## src/design/efr_pkg.sv

```systemverilog
// Shared types and constants of the explicit fragment reassembler.
`default_nettype none

package efr_pkg;

  localparam int STORE_BYTES = 32;
  localparam int STORE_AW    = $clog2(STORE_BYTES);
  localparam int FILL_W      = 6;

  localparam logic [7:0] FRAG_FLAG = 8'h80;
  localparam logic [7:0] TYPE_SET  = 8'hC0;
  localparam logic [7:0] HDR_KEEP  = 8'h7F;
  localparam logic [3:0] MAX_LEN   = 4'd8;
  localparam logic [3:0] HDR_LEN   = 4'd2;

  typedef enum logic [1:0] {
    KIND_ACK   = 2'd0,
    KIND_BYTE  = 2'd1,
    KIND_PASS  = 2'd2,
    KIND_ACKRX = 2'd3
  } kind_e;

  typedef enum logic [1:0] {
    FT_FIRST  = 2'd0,
    FT_MIDDLE = 2'd1,
    FT_LAST   = 2'd2,
    FT_ACK    = 2'd3
  } ftype_e;

  typedef enum logic [2:0] {
    ST_IDLE,
    ST_WRITE,
    ST_RESULT,
    ST_READ,
    ST_SEND
  } state_e;

  typedef struct packed {
    logic [7:0]  header_first;
    logic [7:0]  header_second;
    logic [47:0] payload;
    logic [3:0]  frame_length;
  } in_word_t;

  typedef struct packed {
    kind_e       kind;
    logic [7:0]  ack_byte_zero;
    logic [7:0]  ack_byte_one;
    logic        ack_code;
    logic [7:0]  peer_status;
    logic [7:0]  message_byte;
    logic [5:0]  byte_position;
    logic [5:0]  message_size;
    logic        last;
  } out_word_t;

  typedef struct packed {
    logic                we;
    logic [STORE_AW-1:0] waddr;
    logic [7:0]          wdata;
    logic                re;
    logic [STORE_AW-1:0] raddr;
  } store_req_t;

endpackage

`default_nettype wire

```

## src/design/efr_store.sv

```systemverilog
// Assembly byte store: one write port, one registered read port.
`default_nettype none

module efr_store (
  input  wire logic                clk_i,
  input  wire efr_pkg::store_req_t req_i,
  output logic [7:0]               rdata_o
);

  logic [7:0] mem [efr_pkg::STORE_BYTES];
  logic [7:0] rdata_q;

  always_ff @(posedge clk_i) begin
    if (req_i.we) begin
      mem[req_i.waddr] <= req_i.wdata;
    end
    if (req_i.re) begin
      rdata_q <= mem[req_i.raddr];
    end
  end

  assign rdata_o = rdata_q;

endmodule

`default_nettype wire

```

## src/design/explicit_fragment_reassembler.sv

```systemverilog
// Explicit-message fragment reassembler, receive side.
// A single-result frame goes through the result state to the output register; a stored
// fragment writes its n bytes (up to 7) one per cycle, then shows its ack the same way.
// No new frame is taken until the block is idle again; a finished message streams each
// byte by a store read, then a send, which waits while the output is stalled.
// Reset clears progress and sets the limit to 32; the store itself is not cleared.
`default_nettype none

module explicit_fragment_reassembler (
  input  wire logic               clk_i,
  input  wire logic               rst_ni,
  input  wire logic               in_valid_i,
  output logic                    in_stall_o,
  input  wire efr_pkg::in_word_t  in_word_i,
  output logic                    out_valid_o,
  input  wire logic               out_stall_i,
  output efr_pkg::out_word_t      out_word_o,
  input  wire logic               cfg_we_i,
  input  wire logic [5:0]         cfg_wdata_i
);

  localparam logic [efr_pkg::FILL_W-1:0] STORE_LIMIT = efr_pkg::FILL_W'(efr_pkg::STORE_BYTES);

  efr_pkg::state_e    state_q, state_d;
  logic [5:0]         limit_q;
  logic [5:0]         fill_q, fill_d;
  logic [5:0]         exp_q, exp_d;
  logic [55:0]        wbuf_q, wbuf_d;
  logic [2:0]         wcnt_q, wcnt_d;
  logic [5:0]         wpos_q, wpos_d;
  efr_pkg::out_word_t res_q, res_d;
  logic               stream_q, stream_d;
  logic [5:0]         size_q, size_d;
  logic [5:0]         rptr_q, rptr_d;
  efr_pkg::out_word_t out_q, out_d;
  logic               out_valid_q, out_valid_d;

  efr_pkg::store_req_t req;
  logic [7:0]          rdata;

  logic                accept;
  logic                out_free;
  logic [3:0]          len;
  logic [2:0]          nd;
  efr_pkg::ftype_e     ftype;
  logic [5:0]          count;
  logic [5:0]          limit_use;
  logic [5:0]          start;
  logic [6:0]          newfill;
  logic                over;
  efr_pkg::out_word_t  ack_w;

  efr_store u_store (
    .clk_i   (clk_i),
    .req_i   (req),
    .rdata_o (rdata)
  );

  assign accept   = in_valid_i && !in_stall_o;
  assign out_free = !out_valid_q || !out_stall_i;

  assign len       = (in_word_i.frame_length > efr_pkg::MAX_LEN) ? efr_pkg::MAX_LEN
                                                                 : in_word_i.frame_length;
  assign nd        = (len > efr_pkg::HDR_LEN) ? 3'(len - efr_pkg::HDR_LEN) : 3'd0;
  assign ftype     = efr_pkg::ftype_e'(in_word_i.header_second[7:6]);
  assign count     = in_word_i.header_second[5:0];
  assign limit_use = (limit_q < STORE_LIMIT) ? limit_q : STORE_LIMIT;
  assign start     = (ftype == efr_pkg::FT_FIRST) ? 6'd1 : fill_q;
  assign newfill   = {1'b0, start} + {4'b0, nd};
  assign over      = newfill > {1'b0, limit_use};

  always_comb begin
    ack_w               = '0;
    ack_w.kind          = efr_pkg::KIND_ACK;
    ack_w.ack_byte_zero = in_word_i.header_first | efr_pkg::FRAG_FLAG;
    ack_w.ack_byte_one  = in_word_i.header_second | efr_pkg::TYPE_SET;
    ack_w.last          = 1'b1;
  end

  always_ff @(posedge clk_i or negedge rst_ni) begin
    if (!rst_ni) begin
      state_q     <= efr_pkg::ST_IDLE;
      limit_q     <= 6'd32;
      fill_q      <= '0;
      exp_q       <= '0;
      stream_q    <= 1'b0;
      out_valid_q <= 1'b0;
    end else begin
      state_q     <= state_d;
      fill_q      <= fill_d;
      exp_q       <= exp_d;
      stream_q    <= stream_d;
      out_valid_q <= out_valid_d;
      if (cfg_we_i) begin
        limit_q <= cfg_wdata_i;
      end
    end
  end

  always_ff @(posedge clk_i) begin
    wbuf_q <= wbuf_d;
    wcnt_q <= wcnt_d;
    wpos_q <= wpos_d;
    res_q  <= res_d;
    size_q <= size_d;
    rptr_q <= rptr_d;
    out_q  <= out_d;
  end

  always_comb begin
    state_d     = state_q;
    fill_d      = fill_q;
    exp_d       = exp_q;
    wbuf_d      = wbuf_q;
    wcnt_d      = wcnt_q;
    wpos_d      = wpos_q;
    res_d       = res_q;
    stream_d    = stream_q;
    size_d      = size_q;
    rptr_d      = rptr_q;
    out_d       = out_q;
    out_valid_d = out_valid_q && out_stall_i;
    in_stall_o  = (state_q != efr_pkg::ST_IDLE);
    req         = '0;

    unique case (state_q)
      efr_pkg::ST_IDLE: begin
        stream_d = 1'b0;
        if (accept) begin
          res_d = ack_w;
          if (!in_word_i.header_first[7]) begin
            fill_d     = '0;
            exp_d      = '0;
            res_d      = '0;
            res_d.kind = efr_pkg::KIND_PASS;
            res_d.last = 1'b1;
            state_d    = efr_pkg::ST_RESULT;
          end else if (ftype == efr_pkg::FT_ACK) begin
            res_d             = '0;
            res_d.kind        = efr_pkg::KIND_ACKRX;
            res_d.peer_status = in_word_i.payload[7:0];
            res_d.last        = 1'b1;
            state_d           = efr_pkg::ST_RESULT;
          end else if (ftype == efr_pkg::FT_FIRST && count != 6'd0) begin
            fill_d = '0;
            exp_d  = '0;
          end else if (ftype != efr_pkg::FT_FIRST && exp_q == 6'd0) begin
            state_d = efr_pkg::ST_IDLE;
          end else if (ftype == efr_pkg::FT_MIDDLE && count == 6'(exp_q - 6'd1)) begin
            state_d = efr_pkg::ST_RESULT;
          end else if (ftype != efr_pkg::FT_FIRST && count != exp_q) begin
            fill_d = '0;
            exp_d  = '0;
          end else if (over) begin
            fill_d         = '0;
            exp_d          = '0;
            res_d.ack_code = 1'b1;
            state_d        = efr_pkg::ST_RESULT;
          end else begin
            // accepted fragment: queue its bytes for the store
            if (ftype == efr_pkg::FT_FIRST) begin
              wbuf_d = {in_word_i.payload, in_word_i.header_first & efr_pkg::HDR_KEEP};
              wcnt_d = nd + 3'd1;
              wpos_d = '0;
            end else begin
              wbuf_d = {8'h00, in_word_i.payload};
              wcnt_d = nd;
              wpos_d = fill_q;
            end
            if (ftype == efr_pkg::FT_LAST) begin
              fill_d     = '0;
              exp_d      = '0;
              size_d     = newfill[5:0];
              rptr_d     = '0;
              stream_d   = (newfill != 7'd0);
              res_d.last = (newfill == 7'd0);
            end else begin
              fill_d = newfill[5:0];
              exp_d  = (ftype == efr_pkg::FT_FIRST) ? 6'd1 : 6'(exp_q + 6'd1);
            end
            state_d = efr_pkg::ST_WRITE;
          end
        end
      end
      efr_pkg::ST_WRITE: begin
        if (wcnt_q != 3'd0) begin
          req.we    = 1'b1;
          req.waddr = wpos_q[efr_pkg::STORE_AW-1:0];
          req.wdata = wbuf_q[7:0];
          wbuf_d    = wbuf_q >> 8;
          wcnt_d    = wcnt_q - 3'd1;
          wpos_d    = wpos_q + 6'd1;
        end else begin
          state_d = efr_pkg::ST_RESULT;
        end
      end
      efr_pkg::ST_RESULT: begin
        if (out_free) begin
          out_d       = res_q;
          out_valid_d = 1'b1;
          state_d     = stream_q ? efr_pkg::ST_READ : efr_pkg::ST_IDLE;
        end
      end
      efr_pkg::ST_READ: begin
        req.re    = 1'b1;
        req.raddr = rptr_q[efr_pkg::STORE_AW-1:0];
        state_d   = efr_pkg::ST_SEND;
      end
      efr_pkg::ST_SEND: begin
        if (out_free) begin
          out_d               = '0;
          out_d.kind          = efr_pkg::KIND_BYTE;
          out_d.message_byte  = rdata;
          out_d.byte_position = rptr_q;
          out_d.message_size  = size_q;
          out_d.last          = (6'(rptr_q + 6'd1) == size_q);
          out_valid_d         = 1'b1;
          rptr_d              = rptr_q + 6'd1;
          state_d             = out_d.last ? efr_pkg::ST_IDLE : efr_pkg::ST_READ;
        end
      end
      default: begin
        state_d = efr_pkg::ST_IDLE;
      end
    endcase
  end

  assign out_valid_o = out_valid_q;
  assign out_word_o  = out_q;

`ifndef ASSERT_OFF
  a_fill_bound: assert property (@(posedge clk_i) disable iff (!rst_ni)
    fill_q <= STORE_LIMIT)
    else $error("fill count beyond store");

  a_write_in_range: assert property (@(posedge clk_i) disable iff (!rst_ni)
    req.we |-> (wpos_q < STORE_LIMIT) && (state_q == efr_pkg::ST_WRITE))
    else $error("store write out of range");

  a_stream_pos: assert property (@(posedge clk_i) disable iff (!rst_ni)
    (state_q == efr_pkg::ST_SEND) |-> (rptr_q < size_q))
    else $error("stream position past message size");

  a_read_then_send: assert property (@(posedge clk_i) disable iff (!rst_ni)
    (state_q == efr_pkg::ST_READ) |=> (state_q == efr_pkg::ST_SEND))
    else $error("store read not followed by send");

  a_byte_from_send: assert property (@(posedge clk_i) disable iff (!rst_ni)
    (out_valid_q && !$past(out_valid_q && out_stall_i)
      && out_q.kind == efr_pkg::KIND_BYTE) |-> ($past(state_q) == efr_pkg::ST_SEND))
    else $error("message byte issued outside stream");
`endif

endmodule

`default_nettype wire

```

## config.mk

```make
export PLATFORM = sky130hd
export DESIGN_NAME = explicit_fragment_reassembler
export DESIGN_NICKNAME = d
export VERILOG_FILES = /design/src/design/efr_pkg.sv /design/src/design/efr_store.sv /design/src/design/explicit_fragment_reassembler.sv
export SDC_FILE = /design/constraint.sdc
export NUM_CORES = 1
export LEC_CHECK = 0
export ABC_CLOCK_PERIOD_IN_PS = 7200
export BUFFER_PORTS_ARGS = -buffer_cell sky130_fd_sc_hd__buf_2
export CORE_UTILIZATION = 60
export CTS_CLUSTER_SIZE = 10
export DETAILED_ROUTE_END_ITERATION = 10
export GPL_ROUTABILITY_DRIVEN = 0
export PLACE_DENSITY = 0.8
export SETUP_SLACK_MARGIN = 0.4
export SLEW_MARGIN = 20
export SYNTH_ARGS = -nofsm -noshare
export SYNTH_HDL_FRONTEND = slang
export SYNTH_SLANG_ARGS = --single-unit
```

## constraint.sdc

```tcl
create_clock -name clk_i -period 7.2 [get_ports clk_i]
set_input_delay 1.44 -clock clk_i [delete_from_list [all_inputs] [get_ports clk_i]]
set_output_delay 1.44 -clock clk_i [all_outputs]
set_load 0.02 [all_outputs]
```

==> metrics.md <==
| Metric | Value |
|---|---|
| Crit Path Max Fanout | `64` |
| Post-Place Cells | `1863` |
| Sequential share of the synthesized area | `0.691` |
| Worst rel slew slack | `0.256` |
| FFs w/ async S/R, synth | `0.0529` |
| Grt ovf | `0` |
| Worst path top cell family by delay | `compound AO/OA/AOI/OAI gates` |
| Worst Tran Pin Value | `1120 ps` |
| Fmax | `178 MHz` |
| Max Cap Viol | `0` |
| Share of cells above drive strength 1 | `0.155` |
| Final Hold Viols | `0` |
| Buffers on Ports | `128` |
| Post-synth EDFFs | `about 410` |
| Worst VDD drop | `0.215 mV` |
| Post-synthesis net count | `1517` |
| Reg clk slew, reported paths | `50 ps` |
| WL final | `approximately 42 mm` |
| Hold depth | `1` |
| Final ANT Viol Nets | `0` |
| CTS Sinks | `435` |
| Gates resized, CTS repair | `0` |
| Setup TNS | `0 ps` |
| Switching part of the total | `0.267` |
| Clk pwr share | `0.340` |
| Average size of a mapped cell | `13.2 um^2` |
| Nets@finish | `1616` |
| Post-CTS Setup Bufs | `0` |
| Crit path DAT | `5800 ps` |
| Gate count of the mapped netlist | `1421` |
| CP peak stage delay | `620 ps` |
| Placement Setup Slack | `1120 ps` |
| Switching power | `1.75 mW` |
| HP Start | `res_q[46]$_SDFFCE_PN0P_` |
| Total GRT Usage | `0.268` |
| Initial antenna violation count | `1` |
| Cts bufs inserted | `50` |
| Reg2Reg Depth | `15` |
| Die Area | `32000 um^2` |
| Top post-synthesis cells by area | `edfxtp_1 66%, nand2_1 4.3%, dfrtp_1 2.9%` |
| Power Internal | `4.80 mW` |
| Die W | `179 um` |
| Vias/cell | `6.29` |
| Worst Hold Class | `register to register` |
| Area leader, netlist | `edfxtp_1` |
| Worst r2r src | `fill_q[1]$_DFFE_PN0P_` |
| Tmin final | `~5600 ps` |
| Setup CP Type | `input port to register` |
| Critical Path Start Type | `input port` |
| Period utilization | `0.779` |
| Vias in the first global route | `11600` |
| First-pass DRT Iterations | `7` |
| # rows | `64` |
| Post-DP HPWL | `25.6 mm` |
| Leading register cell type out of synthesis | `edfxtp_1` |
| CTS tree | `built` |
| Final setup fails | `0` |
| Final Non-Filler Cells | `1941` |
| Slowest CP cell | `o32ai_2` |
| Slew Viols, Final | `0` |
| Layout Skew | `25.4 ps` |
| Die H | `179 um` |
| CTS Hold Bufs | `0` |
| Max clock buf depth | `3` |
| Leakage | `~7.8 nW` |
| Largest net degree at the start of global routing | `118` |
| Critical-path cell list | `buf_2, or2_2, and2_1, ha_1, a21o_1, a21oi_1, o21ai_0, a21oi_1, ha_1, nand2_1, a211o_1, a21boi_0, o2bb2a_1, o32ai_2, nand3_1, nand2_2, buf_12` |
| Drt first-iter violations | `1345` |
| PwrDens | `310 nW/um^2` |
| # DRC | `0` |
| Post-Syn Area | `18700 um^2` |
| WL/cell | `21.5 um` |
| Root Driver | `clkbuf_16` |
| Area growth syn-to-layout | `12.6%` |
| Crit path buf inv count | `2` |
| Worst Slack Setup Final | `roughly 1600 ps` |
| Routed via count | `between 10000 and 15000` |
| IO Pins | `129` |
| Status | `completed` |
| Skew-Pair Late Insertion Delay | `roughly 540 ps` |
| Crit path launch | `in_word_i[58]` |
| Sequential Power Share | `0.498` |
| CP Depth | `17` |
| Gate power share | `0.162` |
| Synth top area share | `0.660` |
| H-tree depth | `2` |
| Syn. warnings | `0` |
| RSZ-0062 raised after global routing | `false` |
| Critical Path Sink Type | `register` |
| Synth Register Bits | `435` |
| Required time worst endpoint | `about 7400 ps` |
| Initial Util | `0.611` |
| Global-route wire length before repair | `64.5 mm` |
| Synth cell types | `just under 70` |
| Core outline area | `roughly 31000 um^2` |
[metrics by stage]
stage | utilization | power [mW] | hold WS [ps] | area, um^2
after global routing | 0.689 | 6.78 | 522 | 21100
after CTS | 0.687 | 6.56 | 507 | 21100
after floorplan | - | 4.00 | 464 | 18700
after global placement | 0.641 | 4.31 | 490 | 19700
final | 0.689 | 6.55 | 509 | 21100
after detailed placement | 0.641 | 4.34 | 492 | 19700
[cell families (layout without fill, tap and decap cells)]
kind of cell    count (synthesis)  in the layout  synth area share
buf+inv                       114            237            0.0243
flops                         435            435             0.691
other cells                     0              1                 0
xor+xnor                       29             29            0.0143
compound gates                255            255             0.100
mux                            46             46            0.0250
simple gates                  525            525             0.134
fa+ha+maj                      17             17            0.0117
[path summary, 6_finish.rpt]
check,to,slack (ps)
max,wbuf_q[43]$_DFFE_PP_,1590
min,out_word_o[46]$_SDFFCE_PP1P_,510
max reg2reg,wbuf_q[43]$_DFFE_PP_,2770
min reg2reg,out_word_o[46]$_SDFFCE_PP1P_,510
max in group asynchronous,state_q[2]$_DFFE_PN0P_,5940
min in group asynchronous,limit_q[4]$_DFFE_PN0P_,880
[sequential cells by signal (all words and copies together), names as in the netlist]
signal and count:
u_store.rdata_o 8, out_valid_o 1, exp_q 6, out_word_o 46
u_store.mem 256, wpos_q 5, limit_q 6, res_q 26
state_q 3, stream_q 1, wcnt_q 3, fill_q 6
wbuf_q 56, size_q 6, rptr_q 6
[area by class of cell]
cell class	instances	area (um^2)
Antenna cell	1	2.50
Tap cell	396	495
Clock buffer	72	1400
Clock inverter	4	20.0
Multi-Input combinational cell	872	5390
Timing Repair Buffer	146	808
Fill cell	2083	9550
Inverter	15	56.3
Sequential cell	435	12900
[power by group through the flow]
stage / Sequential [mW] / Combinational [mW] / Clock [mW]
2_1_floorplan: 3.41 / 0.588 / 0
3_3_place_gp: 3.30 / 1.01 / 0
3_5_place_dp: 3.30 / 1.04 / 0
4_1_cts: 3.26 / 1.05 / 2.25
5_1_grt: 3.28 / 1.15 / 2.35
6_report: 3.26 / 1.06 / 2.23
[layout by cell type, fill, tap and decap left out, drive strengths merged, types with 5 or more instances in the layout]
master / n
inv: 16
nand3: 25
nand4: 11
mux2: 6
a22o: 10
a211oi: 26
or2: 5
nor2b: 7
dfrtp: 22
nand2: 214
nor3: 10
o21ai: 16
edfxtp: 412
o211ai: 33
and2: 69
a31oi: 82
a21oi: 13
and3: 52
ha: 16
clkbuf: 72
o221ai: 33
xor2: 15
or3: 7
nand2b: 5
a32o: 9
a221oi: 8
nor2: 103
mux2i: 40
xnor2: 13
buf: 146
[cells in the mapped netlist, drive strengths merged (3+ instances only)]
cell    number
edfxtp     412
a211oi      26
a22o        10
nor2b        7
mux2i       40
o21ai       16
o211ai      33
xor2        15
and3        52
nand4b       3
buf         17
nand3       25
nand4       11
dfrtp       22
o221ai      33
nor3b        3
nand2      214
or2          5
a21o         3
ha          16
mux2         6
inv         15
clkbuf      82
a221oi       8
nand2b       5
and2        69
a31o         3
nor4b        3
xnor2       13
nor3        10
a32o         9
or3          7
a31oi       82
o31ai        3
a21oi       13
nor2       103
[layer usage]
metal	vias up	GRT usage	wire (um)
li1	5556	-	-
met1	5910	0.375	16700
met2	652	0.426	20000
met3	96	0.0443	3780
met4	0	0.0978	1300
met5	-	0	0
Note: power is estimated with default switching activity, not from simulation.
